===== config.mk =====
export PLATFORM = sky130hd
export DESIGN_NAME = maf_queue
export DESIGN_NICKNAME = d
export VERILOG_FILES = /design/src/sv/maf_queue.sv
export SDC_FILE = /design/constraint.sdc
export NUM_CORES = 1
export LEC_CHECK = 0
export BUFFER_PORTS_ARGS = -buffer_cell sky130_fd_sc_hd__buf_4
export CORE_MARGIN = 1
export CORE_UTILIZATION = 31
export CTS_BUF_LIST = sky130_fd_sc_hd__clkbuf_16
export DETAILED_ROUTE_END_ITERATION = 12
export GPL_TIMING_DRIVEN = 1
export MAX_ROUTING_LAYER = met4
export PLACE_DENSITY = 0.56
export SETUP_SLACK_MARGIN = 0.05
export SYNTH_ARGS = -nofsm -noshare
export SYNTH_HDL_FRONTEND = slang
export SYNTH_SLANG_ARGS = --single-unit

===== constraint.sdc =====
create_clock -name clock -period 2.65 [get_ports clock]
set_input_delay 0.3975 -clock clock [delete_from_list [all_inputs] [get_ports clock]]
set_output_delay 0.3975 -clock clock [all_outputs]
set_load 0.01 [all_outputs]

===== src/sv/maf_queue.sv =====
`default_nettype none

module maf_queue #(
   parameter int WIDTH = 26,
   parameter int DEPTH = 2
) (
   input  wire logic             clock,
   input  wire logic             reset,
   input  wire logic             push,
   input  wire logic [WIDTH-1:0] push_data,
   output logic                  space,
   input  wire logic             pop,
   output logic                  avail,
   output logic [WIDTH-1:0]      head
);

   localparam int PTR_W = (DEPTH > 1) ? $clog2(DEPTH) : 1;
   localparam int CNT_W = $clog2(DEPTH + 1);

   logic [WIDTH-1:0] slot_ff [DEPTH];
   logic [PTR_W-1:0] wr_ff, rd_ff;
   logic [CNT_W-1:0] count_ff;

   assign space = count_ff != CNT_W'(DEPTH);
   assign avail = count_ff != '0;
   assign head  = slot_ff[rd_ff];

   always_ff @(posedge clock) begin
      if (reset) begin
         wr_ff    <= '0;
         rd_ff    <= '0;
         count_ff <= '0;
      end else begin
         if (push) begin
            wr_ff <= (wr_ff == PTR_W'(DEPTH - 1)) ? '0 : wr_ff + PTR_W'(1);
         end
         if (pop) begin
            rd_ff <= (rd_ff == PTR_W'(DEPTH - 1)) ? '0 : rd_ff + PTR_W'(1);
         end
         if (push && !pop) begin
            count_ff <= count_ff + CNT_W'(1);
         end else if (pop && !push) begin
            count_ff <= count_ff - CNT_W'(1);
         end
      end
   end

   always_ff @(posedge clock) begin
      if (push) begin
         slot_ff[wr_ff] <= push_data;
      end
   end

endmodule

`default_nettype wire


=== Word level (Yosys, flattened, before mapping) ===
Memory sizes are Yosys's and may differ from the RTL's. A register that Yosys moved wholly into a read port is not among the register bits.
Index checks and enable logic that the tools add are counted.

* Register bits: 4
* Memory bits (writable): 52
* Input bits: 30
* Output and inout port bits: 28
* Memories kept: 1

* Add/sub/neg operators: 4
* Equal/unequal tests: 1
* Muxes and demuxes: 8
* Reduce and logical (&&, ||, !) cells: 6

{| class="wikitable"
|+ Memory list
! memory !! depth !! bits a word !! read ports !! clocked after Yosys merged registers in !! write ports !! RTL line !! text
|-
| slot_ff || 2 || 26 || 1 || 1 || 1 || 20 || <nowiki>logic [WIDTH-1:0] slot_ff [DEPTH];</nowiki>
|}

{| class="wikitable"
|+ Operators by type and width
! kind !! count
|-
| 2-to-1 mux 1 bit || 6
|-
| 2-to-1 mux 2 bit || 2
|-
| nonzero test 2 bit || 2
|-
| adder 1 bit (second input constant) || 2
|-
| adder 2 x 1 -> 2 bit (second input constant) || 1
|-
| logical AND 1 bit || 2
|-
| zero test 1 bit || 2
|-
| != test 2 bit (second input constant) || 1
|-
| subtractor 2 x 1 -> 2 bit (second input constant) || 1
|}

=== Logic depth before layout (Yosys ltp) ===
* Word-level depth: 4
* Mapped depth: 5
* Gate-level depth less buffers: 5

=== Least setup slack after synthesis ===
OpenSTA, ideal clock, no wires.

* Kind: input to register
* Start point: input push
* End point: memory slot_ff[0][0], enable pin
* Library setup time: 412 ps
* Data arrival time: 1589 ps
* Slack: 649 ps
* Stages on the path: 1
* Path buffers: 0
* Cells stage by stage: nor2b_1

* Longest elaborated chain between the ends: 2

{| class="wikitable"
|+ Ends and longest elaborated chain
! what !! RTL line !! text
|-
| from (decl) || 9 || <nowiki>input wire logic push,</nowiki>
|-
| 2-to-1 mux 1 bit || 49 || <nowiki>if (push) begin</nowiki>
|-
| 2-to-1 mux 1 bit (implied by the code) || 50 || <nowiki>slot_ff[wr_ff] <= push_data;</nowiki>
|-
| to (decl) || 20 ||
|}

No other way between the ends.

==> impl_metrics.json <==
{
  "die-area_mm2": 0.00707,
  "slew_headroom_pct": 76.5,
  "ys_ff_latch": 57,
  "ys_async_sr_fraction_pct": 0,
  "die_x_um": 84.1,
  "syn_area_per_cell_um2": 20.3,
  "outcome": "finished with violations",
  "syn2layout_area_growth_pct": 42.1,
  "cts.path.max_buffers": 2,
  "viasPerCell": 4.40,
  "irDropWorstVdd_mv": 0.379,
  "crit_type": "reg2out",
  "seq_area_frac_synth_pct": 79.5,
  "min_path_type": "in2reg",
  "period_minus_slack_ns": 2.08,
  "die_h_um": 84.1,
  "final_antenna_net_count": 0,
  "yosysTopAreaCellShare_pct": 74.7,
  "grt_max_degree": 27,
  "seqCellArea_mm2": 0.00166,
  "num-fill-cells": 578,
  "path_clk_slew_ns": 0.05,
  "wl_per_cell_um": 14.4,
  "cts_hold_buffers": 0,
  "reg2reg_depth": 2,
  "crit_path_start_kind": "flip-flop",
  "setup_viol": 0,
  "cts_root_buf": "clkbuf_16",
  "netlist_area_mm2": 0.00209,
  "yosys_warnings": 0,
  "multi_input_area_um2": 399,
  "power_uw": 2680,
  "worst_slew_pin_slew_ns": 0.353,
  "drv_cap": 0,
  "synth_common_cells": "edfxtp_1 (52), mux2_1 (26), dfxtp_1 (5)",
  "timing.fmax_ghz": 0.482,
  "start_util_pct": 32.5,
  "grt_first_pass_wirelength_mm": 5.91,
  "htree_num_levels": 3,
  "dpl.hpwl_mm": 2.44,
  "drv_slew": 0,
  "power_density_mw_per_mm2": 904,
  "post-route-period-util_pct": 78.3,
  "violations": "design-rule violations",
  "synth.most_common_cell": "edfxtp_1",
  "leakage_uw": 0.00115,
  "netlist_top_cells_area": "edfxtp_1 (75%), mux2_1 (14%), dfxtp_1 (4.8%), buf_6 (1.1%), xnor2_1 (0.84%)",
  "final_nets": 202,
  "cts_tree": "yes",
  "drc": 12,
  "grt_pass1_vias": 1230,
  "cp_max_fo": 20,
  "portBuffers": 57,
  "dpl_worst_slack_ns": 0.883,
  "grt-ovfl-total": 0,
  "drive_gt1_share_pct": 42.6,
  "routed_wl_mm": 3.65,
  "min_path_cells": 1,
  "ctsResizeCount": 0,
  "clock_latency_ns": 0.32,
  "vias": 1114,
  "cts_buffers": 9,
  "worstPathArrival_ns": 1.68,
  "yosysTopAreaCell": "edfxtp_1",
  "drt_iter0_markers": 46,
  "syn_inst": 103,
  "antennaDiodeCount": 0,
  "fin_worst_skew_ns": 0.00409,
  "place.gp.congestion": 0.755,
  "ys_types": 17,
  "rows": 29,
  "grt_use_total_pct": 12.0,
  "antenna_found_initial": 0,
  "io_pins": 58,
  "core_region_area_mm2": 0.00642,
  "clock_sinks": 57,
  "synth_edf_count": 52,
  "fin_ws_ns": 0.574,
  "post_cts_buffers": 0,
  "rsz0062_at_grt": "no",
  "dr.pass1.iters": 8,
  "tns_ns": 0,
  "cp.required_ns": 2.25,
  "end_kind": "output port",
  "syn-num-nets": 134,
  "synth-main-ff-cell": "edfxtp_1",
  "final_hold_viol_count": 0
}
-- power breakdown --
part | internal (uW) | total [uW] | switching, uW | leakage (uW)
Sequential | 1050 | 1070 | 19.2 | 0.000530
Combinational | 133 | 250 | 116 | 0.000444
Clock | 1000 | 1370 | 363 | 0.000174
Total | 2180 | 2680 | 498 | 0.00115
-- final timing paths --
path / startpoint / to / slack, ns
worst max-delay path: flip-flop / head[25] / 0.57
worst min-delay path: push_data[20] / slot_ff[0][20] / 0.27
worst max register to register: wr_ff / slot_ff[1][7] / 1.48
worst min register to register: count_ff[1] / count_ff[1] / 0.50
-- cell families after synthesis --
kind of cell	after synthesis	synth area share (%)
buffers and inverters	4	1.50
adder cells (fa/ha/maj)	1	0.599
AO/OA/AOI/OAI	2	0.479
XOR/XNOR	4	1.68
AND/OR/NAND/NOR	9	2.22
flip-flops	57	79.5
multiplexers	26	14.0
-- per-layer routing --
layer	global-route usage, %	up-vias	wire length, um
li1	-	533	-
met1	13.9	530	1510
met2	17.7	43	1770
met3	3.96	8	256
met4	7.99	0	108
met5	-	-	0
-- area by class of cell --
class,instances,share of cell area [%]
Tap cell,77,3.24
Inverter,1,0.126
Clock inverter,7,4.47
Multi-Input combinational cell,42,13.4
Timing Repair Buffer,60,15.2
Sequential cell,57,56.0
Clock buffer,9,7.59
-- through the flow --
stage	instances	area, um^2	hold WS (ns)	util, %
2_1_floorplan	103	2090	0.461	-
3_3_place_gp	237	2610	0.474	40.7
3_5_place_dp	237	2610	0.492	40.7
4_1_cts	253	2970	0.253	46.2
5_1_grt	253	2970	0.249	46.2
6_report	253	2970	0.265	46.2
-- placed cells by master (no fill, tap or decap) --
master / count
or2_1: 1
xnor2_1: 2
edfxtp_1: 52
nand2b_1: 1
dfxtp_1: 5
mux2_1: 26
clkinv_1: 2
bufinv_16: 4
xor2_1: 2
clkbuf_16: 9
ha_1: 1
o21ai_0: 1
inv_1: 1
or3_1: 1
clkinv_2: 1
a21oi_1: 1
nor2_1: 4
buf_4: 60
nor2b_2: 1
and2_1: 1
-- critical path: stages (launching register included) --
cell and delay, ns:
dfxtp_1 0.48, buf_4 0.36, mux2_1 0.38, buf_4 0.15
-- flip-flops by register name (all words and copies together), names as in the netlist, named ones only --
| signal | cells |
|---|---|
| wr_ff | 1 |
| count_ff | 2 |
| slot_ff | 52 |
| rd_ff | 1 |
Power figures use the tool's default switching activity.
