`src/sv/maf_pkg.sv`:
```
`default_nettype none

package maf_pkg;

   localparam int SAMPLE_W = 16;
   localparam int CSR_W    = 9;
   localparam int KIND_W   = 2;

   // What the back end must do with a queued item
   typedef enum logic [KIND_W-1:0] {
      KIND_PASS,
      KIND_FILL,
      KIND_AVERAGE
   } kind_type;

endpackage

`default_nettype wire

```
`src/sv/maf_front.sv`:
```
`default_nettype none

module maf_front #(
   parameter int IDX_W   = 8,
   parameter int LEN_W   = 9,
   parameter int ENTRY_W = 26
) (
   input  wire logic                                clock,
   input  wire logic                                reset,
   input  wire logic                                restart,
   input  wire logic [LEN_W-1:0]                    eff_length,
   input  wire logic                                req_valid,
   output logic                                     req_stall,
   input  wire logic signed [maf_pkg::SAMPLE_W-1:0] req_sample,
   input  wire logic                                q_space,
   output logic                                     q_push,
   output logic [ENTRY_W-1:0]                       q_entry
);

   logic [IDX_W-1:0] pos_ff, pos_in;
   logic             full_ff, full_in;
   logic [IDX_W-1:0] cur_pos;
   logic [LEN_W-1:0] inc;
   maf_pkg::kind_type kind;

   assign req_stall = !q_space;
   assign q_push    = req_valid && q_space;

   always_comb begin
      cur_pos = pos_ff;
      if (LEN_W'(pos_ff) >= eff_length) begin
         cur_pos = '0;
      end
      inc     = LEN_W'(cur_pos) + LEN_W'(1);
      pos_in  = pos_ff;
      full_in = full_ff;
      if (eff_length == '0) begin
         kind = maf_pkg::KIND_PASS;
      end else begin
         kind = full_ff ? maf_pkg::KIND_AVERAGE : maf_pkg::KIND_FILL;
         // wrap the ring; the first wrap ends the fill phase
         if (inc >= eff_length) begin
            pos_in  = '0;
            full_in = 1'b1;
         end else begin
            pos_in = IDX_W'(inc);
         end
      end
      q_entry = {kind, cur_pos, req_sample};
   end

   always_ff @(posedge clock) begin
      if (reset || restart) begin
         pos_ff  <= '0;
         full_ff <= 1'b0;
      end else if (q_push) begin
         pos_ff  <= pos_in;
         full_ff <= full_in;
      end
   end

endmodule

`default_nettype wire

```
`config.mk`:
```
export PLATFORM = sky130hd
export DESIGN_NAME = maf_front
export DESIGN_NICKNAME = d
export VERILOG_FILES = /design/src/sv/maf_pkg.sv /design/src/sv/maf_front.sv
export SDC_FILE = /design/constraint.sdc
export NUM_CORES = 1
export LEC_CHECK = 0
export ABC_AREA = 1
export BUFFER_PORTS_ARGS = -buffer_cell sky130_fd_sc_hd__buf_4
export CORE_MARGIN = 2
export CORE_UTILIZATION = 50
export DETAILED_ROUTE_END_ITERATION = 7
export GPL_TIMING_DRIVEN = 0
export HOLD_SLACK_MARGIN = 0.05
export PLACE_DENSITY = 0.85
export SYNTH_ARGS = -nofsm -noshare
export SYNTH_HDL_FRONTEND = slang
export SYNTH_SLANG_ARGS = --single-unit
export TNS_END_PERCENT = 20
```
`constraint.sdc`:
```
create_clock -name clock -period 6.25 [get_ports clock]
set_clock_uncertainty 0.15 [all_clocks]
set_input_delay 0.3125 -clock clock [delete_from_list [all_inputs] [get_ports clock]]
set_output_delay 0.3125 -clock clock [all_outputs]
set_load 0.005 [all_outputs]
```
Yosys cells after proc, flatten, opt, wreduce, memory -nomap -nowiden
Index checks and enable logic that the tools add are counted.
{"block": "word_totals", "in_bits": 30, "mem_bits_rw": 0, "output_inout_bits": 28, "wordCells": 16, "n_memories": 0, "latchBits": 0, "register_bits": 9, "romBits": 0}
{"block": "classes", "eq_ne": 0, "div": 0, "n_reduce_logical": 6, "n_lt_le_gt_ge": 2, "bitwise": 1, "shifts": 0, "n_mux": 4, "multipliers": 0, "add_sub_neg": 1}
{"cell": "$mux 8", "count": 2}
{"cell": "$add 8x1->9 const B", "count": 1}
{"cell": "$ge 8x9->1", "count": 1}
{"cell": "$ge 9x9->1", "count": 1}
{"cell": "$logic_not 9->1", "count": 1}
{"cell": "$mux 2", "count": 2}
{"cell": "$reduce_and 3->1", "count": 1}
{"cell": "$reduce_and 2->1", "count": 1}
{"cell": "$logic_and 1x1->1", "count": 1}
{"cell": "$logic_not 1->1", "count": 1}
{"cell": "$logic_or 1x1->1", "count": 1}
{"cell": "$not 1->1", "count": 1}

Depth between registers and ports, before layout
{"block": "logic_depth", "ltp_word": 5, "depth_mapped": 25, "mapped_depth_nobuf": 25}

Worst setup path after synthesis
No wires, ideal clock.
{"block": "synth_path", "path_kind": "register to register", "startpoint": "register pos_ff[0]", "endpoint": "register pos_ff[7]", "setup_time_ns": 0.109, "setup_slack_ns": 3.253, "path_stages_with_launch": 24, "required_time_ns": 5.991, "n_path_buf": 0, "t_arrival_ns": 2.738, "synth_period_minus_slack_ns": 2.997, "cell_sequence": "dfxtp_1 inv_1 ha_1 inv_1 nand2_1 nand2_1 nand3_1 nand2_4 nand2_4 nor2_4 nand2_2 nor2_4 nand2_2 and2_1 ha_1 nand2_1 nor2_1 nand2_1 o2111ai_1 nand2_1 nand2_1 a21oi_1 nand2_1 inv_1"}
{"block": "synth_between", "elab_chain_len": 5}
{"element": "from (decl)", "line_no": "maf_front.sv:20", "rtl": "logic [IDX_W-1:0] pos_ff, pos_in;"}
{"element": "from (signal assigned)", "line_no": "maf_front.sv:57", "rtl": "pos_ff <= pos_in;"}
{"element": "$ge 8x9->1 *", "line_no": "maf_front.sv:31", "rtl": "if (LEN_W'(pos_ff) >= eff_length) begin"}
{"element": "$mux 8 *", "line_no": "maf_front.sv:31"}
{"element": "via q_entry[21]", "line_no": "maf_front.sv:17", "rtl": "output logic [ENTRY_W-1:0] q_entry"}
{"element": "$add 8x1->9 *", "line_no": "maf_front.sv:34", "rtl": "inc = LEN_W'(cur_pos) + LEN_W'(1);"}
{"element": "$ge 9x9->1", "line_no": "maf_front.sv:42", "rtl": "if (inc >= eff_length) begin"}
{"element": "$mux 8 *", "line_no": "maf_front.sv:42"}
Mark *: on every way through the listed nets, which the timed path passes. The rest lies on a longest branch.
A chain may end at the register's enable or synchronous reset.

Worst setup path in the final report
{"block": "layout_path", "startpoint": "register pos_ff[0]", "endpoint": "register pos_ff[5]"}
{"block": "layout_between", "elab_chain_len": 5}
{"element": "$ge 8x9->1", "line_no": "maf_front.sv:31"}
{"element": "$mux 8 *", "line_no": "maf_front.sv:31"}
{"element": "$add 8x1->9 *", "line_no": "maf_front.sv:34"}
{"element": "$ge 9x9->1", "line_no": "maf_front.sv:42"}
{"element": "$mux 8 *", "line_no": "maf_front.sv:42"}
Mark *: on every way between the ends. The rest lies on a longest branch, timed or not.

==> impl_metrics.tcl <==
set metrics [dict create \
    row_count 17 \
    final_core_util_pct 70.37 \
    nNetsFinal 274 \
    cts_resized 0 \
    post_cts_buffers 0 \
    ys_ff_latch 9 \
    cts_tree "done" \
    critPathCaptureType "flip-flop" \
    die_area_mm2 0.002878 \
    setup_viol 0 \
    grt_max_degree 9 \
    h-tree-depth 1 \
    gp_congestion 0.8092 \
    placed_area_mm2 0.001575 \
    ys_warn_count 0 \
    status "finished clean" \
    crit_top_cell "nand2_1" \
    grt_pass1_vias 1108 \
    coreArea_mm2 0.002276 \
    cts.hold.buffers_added 0 \
    ff2ff_path_depth 23 \
    wl_met2_um 1471 \
    hp-class "input port to flip-flop" \
    postSynthCellCount 181 \
    syn_nets 228 \
    powerDensity_mw_per_mm2 96.64 \
    min_path_cells 4 \
    antenna_found_initial 0 \
    vias_per_cell 4.843 \
    grtUsageTotal_pct 21.59 \
    crit_slowest_cell "dfxtp_1" \
    ir_drop_mv 0.1065 \
    cts_buffers 3 \
    cap_violations 0 \
    ant_nets 0 \
    cts-root-buf "clkbuf_4" \
    multi_input_comb_area_um2 805.8 \
    hold_viol 0 \
    path_clk_slew_ns 0.06 \
    highest_layer "met4" \
    grt_setup_unrepaired "no" \
    slowest_delay_ns 0.40 \
    cp.required_ns 6.26 \
    die_y_um 53.65 \
    synthToLayoutAreaGrowth_pct 29.95 \
    fmax_mhz 292.0 \
    die_x_um 53.65 \
    cts.sinks 9 \
    slew_violations 0 \
    hold_ws_ns 0.2287 \
    drt_iter0_drc 27 \
    cp_cell_sequence "inv_1, ha_1, inv_1, nand2_1, nand2_1, nand3_1, nand2_4, nand2_4, nor2_4, nand2_2, nor2_4, nand2_2, and2_1, ha_1, nand2_1, nor2_1, nand2_1, o2111ai_1, nand2_1, nand2_1, a21oi_1, nand2_1, inv_1" \
    grt.overflow.total 0 \
    io_buffers 41 \
    synth_area_mm2 0.001232 \
    path_max_fanout 7 \
    initial_core_util_pct 54.15 \
    slew_headroom_pct 70.72 \
    critical_path_class "flip-flop to flip-flop" \
    firstDrtPassIters 4 \
    fin_area_mm2 0.001602 \
    drive_above_1_share_pct 36.73 \
    leakage_uw 0.0008754 \
    nFillCells 212 \
    syn_area_per_cell_um2 6.809 \
    clock_path_buffers 2 \
    tightest_slew_ns 0.4356 \
    wl_met1_um 1285 \
    clk_latency_ns 0.26 \
    io_pins 58 \
    via_count 1230 \
    ys_types 30 \
    wirelength_um 2880 \
    final_common_cell "buf_4" \
    period_share_pct 54.79 \
    wl_met3_um 110 \
    wire_per_inst_um 11.34 \
    setup_tns_ns 0 \
    seq_area_frac_synth_pct 14.62 \
    most-common-layout-cells "buf_4 (57), nand2_1 (39), inv_1 (30)" \
    route.detailed.drc 0 \
    grt_pass1_wl_um 4567 \
    regArea_um2 180.2 \
    startpoint_type "flip-flop" \
    cp.arrival_ns 3.43 \
    fin_total_pwr_uw 154.8 \
    antennaDiodeCount 0 \
    post-route-min-period_ns 3.424 \
    hpwl_um 2516 \
]
==> layout make-up <==
class | instances | area share (%)
well taps | 28 | 2.187
clock buffers | 4 | 1.641
multi-input cells | 123 | 50.31
plain buffers | 16 | 7.500
inverters | 33 | 7.891
flip-flops and latches | 9 | 11.25
repair buffers | 41 | 19.22
==> worst max-delay path: cells and delay by family (launching register included) <==
| kind | cells | cell delay (ns) |
|---|---|---|
| buf+inv | 3 | 0.20 |
| flops | 1 | 0.40 |
| simple gates | 16 | 1.61 |
| compound gates | 2 | 0.37 |
| fa+ha+maj | 2 | 0.59 |
==> registers in the layout, indices dropped and copies added (netlist names) <==
signal   flops
pos_ff       8
full_ff      1
==> final timing paths <==
| kind | slack, ns | to | start |
|---|---|---|---|
| max | 2.83 | pos_ff[5] | pos_ff[0] |
| min | 0.23 | pos_ff[4] | reset |
| max reg2reg | 2.83 | pos_ff[5] | pos_ff[0] |
| min reg2reg | 0.34 | full_ff | full_ff |
==> per-layer routing <==
metal	vias up	GRT usage, %
met1	538	26.55
met2	36	39.71
li1	654	-
met5	-	0
met3	2	1.667
met4	0	6.410
==> Yosys cell counts <==
library cell	number	area share, %
a21oi_1	14	5.7
a21o_1	1	0.61
o211ai_1	1	0.61
a21oi_2	1	0.71
nor2_4	4	3.7
nand3b_1	1	0.61
nor2_1	11	3.4
and3_2	1	0.61
nor3_1	1	0.41
o2111ai_1	1	0.71
nand2_4	3	2.7
o21ai_0	3	1.2
inv_2	2	0.61
o21ai_1	1	0.41
nand2_1	39	12
nor2_2	4	2.0
buf_4	16	9.7
nor4_2	1	1.0
nand3_1	7	2.8
inv_4	1	0.51
nand4_4	1	1.7
dfxtp_1	9	15
and2_1	2	1.0
a21oi_4	1	1.3
inv_1	30	9.1
nand4_1	3	1.5
xor2_2	1	1.3
o21a_1	1	0.61
ha_1	17	17
nand2_2	3	1.5
==> report_power, final <==
group	leakage [uW]	switching (uW)	internal, uW	total, uW
Combinational	0.000788	23.6	28.1	51.8
Sequential	0.0000728	0.929	58.3	59.2
Clock	0.0000150	19.3	24.5	43.8
==> cells by family (layout without fill, tap and decap cells) <==
| kind of cell | Yosys count | count (layout) | synth area share (%) |
|---|---|---|---|
| AND/OR/NAND/NOR | 81 | 81 | 34.92 |
| buffers and inverters | 49 | 94 | 20.00 |
| AO/OA/AOI/OAI | 24 | 24 | 11.88 |
| adder cells (fa/ha/maj) | 17 | 17 | 17.26 |
| flip-flops | 9 | 9 | 14.62 |
| XOR/XNOR | 1 | 1 | 1.320 |
==> through the flow <==
stage	setup slack [ns]	instances
after floorplan	3.253	181
after global placement	2.867	250
after detailed placement	2.836	250
after CTS	2.853	254
after global routing	2.573	254
final	2.826	254
Note: power is estimated with default switching activity, not from simulation.
