`src/sv/maf_pkg.sv`:
```
`default_nettype none

package maf_pkg;

   localparam int SAMPLE_W = 16;
   localparam int CSR_W    = 9;
   localparam int KIND_W   = 2;

   // What the back end must do with a queued item
   typedef enum logic [KIND_W-1:0] {
      KIND_PASS,
      KIND_FILL,
      KIND_AVERAGE
   } kind_type;

endpackage

`default_nettype wire

```
`src/sv/maf_ram.sv`:
```
`default_nettype none

module maf_ram #(
   parameter int WIDTH = 16,
   parameter int DEPTH = 256,
   localparam int AW = (DEPTH > 1) ? $clog2(DEPTH) : 1
) (
   input  wire logic             clock,
   input  wire logic             wr_en,
   input  wire logic [AW-1:0]    wr_addr,
   input  wire logic [WIDTH-1:0] wr_data,
   input  wire logic [AW-1:0]    rd_addr,
   output logic      [WIDTH-1:0] rd_data
);

   logic [WIDTH-1:0] mem_ff [DEPTH];

   always_ff @(posedge clock) begin
      if (wr_en) begin
         mem_ff[wr_addr] <= wr_data;
      end
      rd_data <= mem_ff[rd_addr];
   end

endmodule

`default_nettype wire

```
`src/sv/maf_back.sv`:
```
`default_nettype none

module maf_back #(
   parameter int MAX_WINDOW = 256,
   parameter int IDX_W      = 8,
   parameter int LEN_W      = 9,
   parameter int SUM_W      = 24,
   parameter int ENTRY_W    = 26
) (
   input  wire logic                          clock,
   input  wire logic                          reset,
   input  wire logic                          restart,
   input  wire logic [LEN_W-1:0]              eff_length,
   input  wire logic                          q_avail,
   input  wire logic [ENTRY_W-1:0]            q_head,
   output logic                               q_pop,
   output logic                               rsp_valid,
   input  wire logic                          rsp_stall,
   output logic [maf_pkg::SAMPLE_W-1:0]       rsp_filtered
);

   localparam int SW    = maf_pkg::SAMPLE_W;
   localparam int CNT_W = $clog2(SUM_W + 1);

   typedef enum logic [1:0] {
      ST_IDLE,
      ST_READ,
      ST_DIVIDE,
      ST_DONE
   } state_type;

   state_type               state_ff;
   logic signed [SUM_W-1:0] sum_ff;
   logic signed [SW-1:0]    cur_sample_ff;
   logic [IDX_W-1:0]        cur_pos_ff;
   logic [SW-1:0]           result_ff;
   logic [SUM_W-1:0]        quo_ff, quo_in;
   logic [LEN_W-1:0]        rem_ff, rem_in;
   logic [CNT_W-1:0]        cnt_ff;
   logic                    neg_ff;
   logic                    rsp_valid_ff;
   logic [SW-1:0]           rsp_filtered_ff;

   maf_pkg::kind_type       head_kind;
   logic [IDX_W-1:0]        head_pos;
   logic signed [SW-1:0]    head_sample;
   logic signed [SW-1:0]    old_sample;
   logic [SW-1:0]           ram_rd;
   logic                    ram_we;
   logic [IDX_W-1:0]        ram_waddr;
   logic [SW-1:0]           ram_wdata;
   logic signed [SUM_W-1:0] new_sum;
   logic [SUM_W-1:0]        new_mag;
   logic [LEN_W:0]          trial;
   logic [SUM_W-1:0]        quo_final;
   logic                    out_free;

   assign head_kind   = maf_pkg::kind_type'(q_head[ENTRY_W-1 -: maf_pkg::KIND_W]);
   assign head_pos    = q_head[SW +: IDX_W];
   assign head_sample = q_head[SW-1:0];
   assign old_sample  = ram_rd;

   assign q_pop     = (state_ff == ST_IDLE) && q_avail;
   assign out_free  = !rsp_valid_ff || !rsp_stall;
   assign rsp_valid    = rsp_valid_ff;
   assign rsp_filtered = rsp_filtered_ff;

   always_comb begin
      ram_we    = 1'b0;
      ram_waddr = cur_pos_ff;
      ram_wdata = cur_sample_ff;
      if (q_pop && head_kind == maf_pkg::KIND_FILL) begin
         ram_we    = 1'b1;
         ram_waddr = head_pos;
         ram_wdata = head_sample;
      end else if (state_ff == ST_READ) begin
         ram_we = 1'b1;
      end
   end

   maf_ram #(
      .WIDTH (SW),
      .DEPTH (MAX_WINDOW)
   ) u_ring (
      .clock   (clock),
      .wr_en   (ram_we),
      .wr_addr (ram_waddr),
      .wr_data (ram_wdata),
      .rd_addr (head_pos),
      .rd_data (ram_rd)
   );

   always_comb begin
      // replace the oldest entry in the running sum
      new_sum = sum_ff + SUM_W'(cur_sample_ff) - SUM_W'(old_sample);
      new_mag = new_sum[SUM_W-1] ? SUM_W'(-new_sum) : SUM_W'(new_sum);
      // one restoring step of |sum| / length per cycle
      trial = {rem_ff, quo_ff[SUM_W-1]};
      if (trial >= {1'b0, eff_length}) begin
         rem_in = LEN_W'(trial - {1'b0, eff_length});
         quo_in = {quo_ff[SUM_W-2:0], 1'b1};
      end else begin
         rem_in = LEN_W'(trial);
         quo_in = {quo_ff[SUM_W-2:0], 1'b0};
      end
      quo_final = neg_ff ? SUM_W'(-quo_in) : quo_in;
   end

   always_ff @(posedge clock) begin
      if (reset) begin
         state_ff     <= ST_IDLE;
         sum_ff       <= '0;
         cnt_ff       <= '0;
         rsp_valid_ff <= 1'b0;
      end else begin
         // drop the taken result; the done state reloads it itself
         if (rsp_valid_ff && !rsp_stall && state_ff != ST_DONE) begin
            rsp_valid_ff <= 1'b0;
         end
         case (state_ff)
            ST_IDLE: begin
               if (restart) begin
                  sum_ff <= '0;
               end else if (q_avail) begin
                  cur_sample_ff <= head_sample;
                  cur_pos_ff    <= head_pos;
                  result_ff     <= head_sample;
                  case (head_kind)
                     maf_pkg::KIND_FILL: begin
                        sum_ff   <= sum_ff + SUM_W'(head_sample);
                        state_ff <= ST_DONE;
                     end
                     maf_pkg::KIND_AVERAGE: begin
                        state_ff <= ST_READ;
                     end
                     default: begin
                        state_ff <= ST_DONE;
                     end
                  endcase
               end
            end
            ST_READ: begin
               sum_ff   <= new_sum;
               neg_ff   <= new_sum[SUM_W-1];
               quo_ff   <= new_mag;
               rem_ff   <= '0;
               cnt_ff   <= '0;
               state_ff <= ST_DIVIDE;
            end
            ST_DIVIDE: begin
               quo_ff <= quo_in;
               rem_ff <= rem_in;
               cnt_ff <= cnt_ff + CNT_W'(1);
               if (cnt_ff == CNT_W'(SUM_W - 1)) begin
                  result_ff <= quo_final[SW-1:0];
                  state_ff  <= ST_DONE;
               end
            end
            ST_DONE: begin
               // hold until the output register is free
               if (out_free) begin
                  rsp_valid_ff    <= 1'b1;
                  rsp_filtered_ff <= result_ff;
                  state_ff        <= ST_IDLE;
               end
            end
            default: begin
               state_ff <= ST_IDLE;
            end
         endcase
      end
   end

endmodule

`default_nettype wire

```
`config.mk`:
```
export PLATFORM = sky130hd
export DESIGN_NAME = maf_back
export DESIGN_NICKNAME = d
export VERILOG_FILES = /design/src/sv/maf_pkg.sv /design/src/sv/maf_ram.sv /design/src/sv/maf_back.sv
export SDC_FILE = /design/constraint.sdc
export NUM_CORES = 2
export LEC_CHECK = 0
export BUFFER_PORTS_ARGS = -buffer_cell sky130_fd_sc_hd__buf_2
export CAP_MARGIN = 30
export CORE_MARGIN = 4
export CORE_UTILIZATION = 50
export DETAILED_ROUTE_END_ITERATION = 8
export PLACE_DENSITY = 0.65
export SLEW_MARGIN = 15
export SYNTH_ARGS = -nofsm -noshare
export SYNTH_HDL_FRONTEND = slang
export SYNTH_SLANG_ARGS = --single-unit
```
`constraint.sdc`:
```
create_clock -name clock -period 41.2 [get_ports clock]
set_input_delay 8.24 -clock clock [delete_from_list [all_inputs] [get_ports clock]]
set_output_delay 8.24 -clock clock [all_outputs]
set_load 0.02 [all_outputs]
```
; After elaboration in Yosys (flattened, before gate mapping)
; Memory sizes are Yosys's and may differ from the RTL's. A register that Yosys moved wholly into a read port is not among the register bits.
; Cells that the tools add are included.
[word_totals]
mem_count = 1
mem_bits_rw = 4096
output_inout_bits = 18
regBits = 122
[mem_list]
columns = memory, words, word_bits, read_ports, rd_clocked_by_memory_dff, write_ports, line_no
row1 = u_ring.mem_ff, 256, 16, 1, 1, 1, maf_ram.sv:16  ; logic [WIDTH-1:0] mem_ff [DEPTH];
[classes]
mux = 30
n_lt_le_gt_ge = 1
addsub = 7
n_bitwise = 2
eq_ne = 13
reduce_logical = 18
[ops]
columns = cell, n
row1 = 24-bit 2-to-1 mux, 4
row2 = 24-bit one-hot mux with 2 select lines, 2
row3 = 16-bit 2-to-1 mux, 5
row4 = 24-bit by 16-bit adder with 24-bit output, 2
row5 = 16-bit one-hot mux with 2 select lines, 1
row6 = 24-bit negator, 1
row7 = 24-bit by 16-bit subtractor with 24-bit output, 1
row8 = 9-bit one-hot mux with 2 select lines, 1
row9 = 16-bit negator, 1
row10 = 10-bit by 9-bit >= comparator with 1-bit output, 1
row11 = 2-bit 2-to-1 mux, 5
row12 = 2-bit inequality test (second input constant), 5
row13 = 5-bit one-hot mux with 2 select lines, 1
row14 = 9-bit 2-to-1 mux, 1
row15 = 9-bit subtractor, 1
row16 = 1-bit 2-to-1 mux, 8
row17 = 8-bit 2-to-1 mux, 1
row18 = 2-bit one-hot mux with 4 select lines, 1
row19 = 4-bit AND reduction, 2
row20 = 2-bit equality test (second input constant), 3
row21 = 3-bit AND reduction, 2
row22 = 2-bit nonzero test, 3
row23 = 5-bit by 1-bit adder with 5-bit output (second input constant), 1
row24 = 5-bit equality test (second input constant), 1
row25 = other kinds (10), 17

; Longest topological paths before layout
[logic_depth]
depth_word = 6
ltp_mapped = 17
depth_no_buf = 15

; Cells and area by module
; Synthesis repeated with hierarchy kept, for this count alone.
[hier_totals]
hier_cells = 8397
area_unflattened_um2 = 168362.7
[by_module_without_submodules]
columns = module, n_inst, area_per_inst_um2, cells_per_inst
row1 = maf_ram, 1, 158714.7, 7360
row2 = maf_back, 1, 9648.0, 1037

; Worst setup path after synthesis
; OpenSTA, ideal clock, no wires.
[synth_timing]
path_type = input port to flip-flop
start = input q_avail
end = memory u_ring.mem_ff[0][0] (data pin)
t_required_ps = 39012
stages = 5
arrival_ps = 18738
n_path_buf = 2
setup_slack_ps = 20274
cell_sequence = nand2_1 -> nor3b_1 -> clkbuf_1 -> clkbuf_1 -> o21ai_0
[synth_via]
elab_chain_cells = 3
[synth_lines]
columns = item, line_no
row1 = start: declaration, maf_back.sv:14  ; input wire logic q_avail,
row2 = 1-bit logical AND, maf_back.sv:63  ; assign q_pop = (state_ff == ST_IDLE) && q_avail;
row3 = 1-bit logical AND, maf_back.sv:72  ; if (q_pop && head_kind == maf_pkg::KIND_FILL) begin
row4 = 16-bit 2-to-1 mux, maf_back.sv:72
row5 = via ram_wdata[0], maf_back.sv:51  ; logic [SW-1:0] ram_wdata;
row6 = end: declaration, maf_ram.sv:16
; The timed path passes the listed nets, and every way through them passes these cells.

; Worst setup path after layout
[layout_timing]
start = input q_avail
end = output q_pop
[layout_via]
elab_chain_cells = 1
[layout_lines]
columns = item, line_no
row1 = 1-bit logical AND, maf_back.sv:63
row2 = end: declaration, maf_back.sv:16  ; output logic q_pop,
; Every way passes these cells.

==> flow_metrics.tcl <==
set metrics [dict create \
    crit_top_cell "buf_2" \
    clk_latency_ns 0.97 \
    final_util_pct 56.8 \
    grt_pass1_wl_mm 575 \
    cts_hold_buf 0 \
    ctsResizeCount 0 \
    ys_async_sr_fraction_pct 0 \
    drt-wirelength-per-cell_um 32.4 \
    antenna_found_initial 29 \
    final_cell_area_um2 188000 \
    ctsLongestPathBuffers 4 \
    synth-seq-cells 4234 \
    cts_tree "built" \
    cp.arrival_ns 8.74 \
    dp_slack_ns 24.20 \
    period_minus_slack_ns 16.98 \
    fin_crit_sh_pct 41.2 \
    ant_nets 0 \
    initial_utilization_pct 50.2 \
    synth_edf_count 4186 \
    synth.distinct_cells 73 \
    rows 211 \
    status "finished clean" \
    fin_ws_ns 24.22 \
    crit_path_top_delay_cell "buf_2" \
    area_growth_pct 13.1 \
    setup_tns_ns 0 \
    first_pass_iters 7 \
    drt_iter0_markers 10800 \
    root_buffer "clkbuf_16" \
    fillers 23600 \
    p_per_area_nw_per_um2 52.7 \
    die_h_um 584 \
    htree_levels 5 \
    critPathCaptureType "output port" \
    cp_max_fo 3 \
    rsz0062_at_grt "no" \
    slew_viol_final 0 \
    syn-cell-area_um2 166000 \
    drt-total-wl_mm 402 \
    multi_input_area_um2 37600 \
    p_total_uw 9900 \
    syn_inst 7182 \
    cts_sinks 4234 \
    track_usage_pct 23.5 \
    grt.met2_usage_pct 36.5 \
    nNetsFinal 7831 \
    fin_skew_ns 0.0484 \
    cts.clk_slew.worst_paths_ns 0.06 \
    place.gp.congestion 0.840 \
    path_cells "buf_2 -> nand2_1 -> inv_1 -> buf_2" \
    syn_nets 7310 \
    via_per_inst 6.30 \
    drive_above_1_share_pct 30.8 \
    maxCapViolations 0 \
    peakVddDrop_v 0.0000537 \
    core_region_area_um2 331000 \
    grt_overflow_total 0 \
    placed_cell_area_um2 174000 \
    max_stage_delay_ns 0.17 \
    die_w_um 584 \
    met3_usage_pct 4.36 \
    numPortBuffers 57 \
    hpwl_mm 234 \
    post_cts_buffers 0 \
    setup_violations 0 \
    grt_pass1_vias 77800 \
    critPathLaunchType "input pin" \
    avgSynthCellArea_um2 23.1 \
    fmax_mhz 58.9 \
    grt_max_degree 257 \
    hold_viol 0 \
    drc 0 \
    dieArea_um2 341000 \
    path_class "input pin to output port" \
    yosysSeqAreaShare_pct 76.3 \
    vias 78400 \
    regArea_um2 127000 \
    min_path_type "flop to flop" \
    grt.met1_usage_pct 34.6 \
    grt_busiest_layer "met2" \
    relSlewSlack_pct 17.0 \
    synth-warning-count 0 \
    leakagePower_uw 0.0590 \
    critPathRequiredTime_ns 32.96 \
    numCtsBuffers 414 \
    boundaryPins 58 \
    ys.flop_type "edfxtp_1" \
    tightest_slew_ns 1.24 \
]
[power by group]
group	internal, µW	total, µW	leakage, µW	switching (µW)
Sequential	4910	4950	0.0381	39.2
Combinational	451	1250	0.0144	801
Clock	2120	3700	0.00646	1580
[layout make-up]
| type | count | share of cell area (%) |
|---|---|---|
| repair buffers | 490 | 2.33 |
| clock buffers | 505 | 5.82 |
| well taps | 4366 | 2.91 |
| multi-input cells | 2445 | 20.0 |
| flip-flops and latches | 4234 | 67.4 |
| inverters | 118 | 0.236 |
| clock inverters | 256 | 1.24 |
| diodes | 17 | 0.0226 |
[path summary, 6_finish.rpt]
check,from,endpoint,slack [ns],cells after the start
min reg2reg,result_ff[11],rsp_filtered[11],0.42,0
max,q_avail,q_pop,24.22,4
max reg2reg,state_ff[0],u_ring.mem_ff[169][2],36.06,12
min,result_ff[11],rsp_filtered[11],0.42,0
[per-stage QoR]
step | hold WS, ns | cells
4_1_cts | 0.418 | 12400
2_1_floorplan | 0.400 | 7182
5_1_grt | 0.422 | 12400
6_report | 0.416 | 12400
3_5_place_dp | 0.406 | 11600
3_3_place_gp | 0.405 | 11600
[synth_stat cells, types with 5 or more instances]
cell type,instances,area (µm²)
nand2_1,126,473
nand3b_1,12,90.1
edfxtp_1,4186,126000
xor2_1,31,272
or2_2,5,31.3
mux4_2,1360,30600
inv_1,116,435
or3_1,25,156
nor3_1,24,120
a221oi_1,17,149
nor2b_1,9,56.3
o21bai_1,7,52.6
xnor2_1,23,201
a31oi_1,13,81.3
a21oi_1,65,325
buf_2,97,485
nand2b_1,12,75.1
o211ai_1,15,113
nor2_1,334,1250
nand4_1,5,31.3
fa_1,25,500
nand3_1,28,140
ha_1,63,788
and3_1,10,62.6
buf_1,33,124
and2_1,13,81.3
o21ai_0,60,300
nor3b_1,5,37.5
clkbuf_1,254,953
dfxtp_1,48,961
a21o_1,26,195
or4_1,11,82.6
o31ai_1,17,128
a211oi_1,30,225
nor4_1,6,37.5
o21a_1,10,75.1
[worst max-delay path, delay by kind of cell]
family	cells	cell delay, ns
buffers and inverters	3	0.39
and+or+nand+nor	1	0.11
[cell usage in the layout (no fill, tap or decap), types with 28 or more instances in the layout]
cell          n
edfxtp_1   4186
mux4_2     1360
clkbuf_16   424
buf_4       381
nor2_1      325
nand2_1     126
inv_1       116
clkinv_1    110
clkbuf_1     79
clkinv_2     73
a21oi_1      65
ha_1         62
buf_2        51
dfxtp_1      48
o21ai_0      44
bufinv_16    38
xor2_1       31
a211oi_1     29
nand3_1      28
[cells by family after synthesis]
family / Yosys count / share of synthesized area (%)
AO/OA/AOI/OAI: 301 / 1.23
XOR/XNOR: 54 / 0.285
adder cells (fa/ha/maj): 88 / 0.776
buffers and inverters: 503 / 1.21
flip-flops: 4234 / 76.3
multiplexers: 1364 / 18.5
AND/OR/NAND/NOR: 638 / 1.72
[registers in the layout (all words and copies together) (netlist names)]
register,flops
rsp_filtered,16
rsp_valid,1
cnt_ff,5
cur_sample_ff,16
neg_ff,1
u_ring.mem_ff,4096
cur_pos_ff,8
u_ring.rd_data,16
result_ff,16
quo_ff,24
sum_ff,24
state_ff,2
rem_ff,9
[per-layer routing]
layer  vias to the layer above  share of wire, %
li1                      31700                 -
met1                     42400                40
met2                      3755                48
met3                       555               9.0
met4                         6               2.8
met5                         -             0.010
No activity file was read; power rests on OpenSTA's default activity.
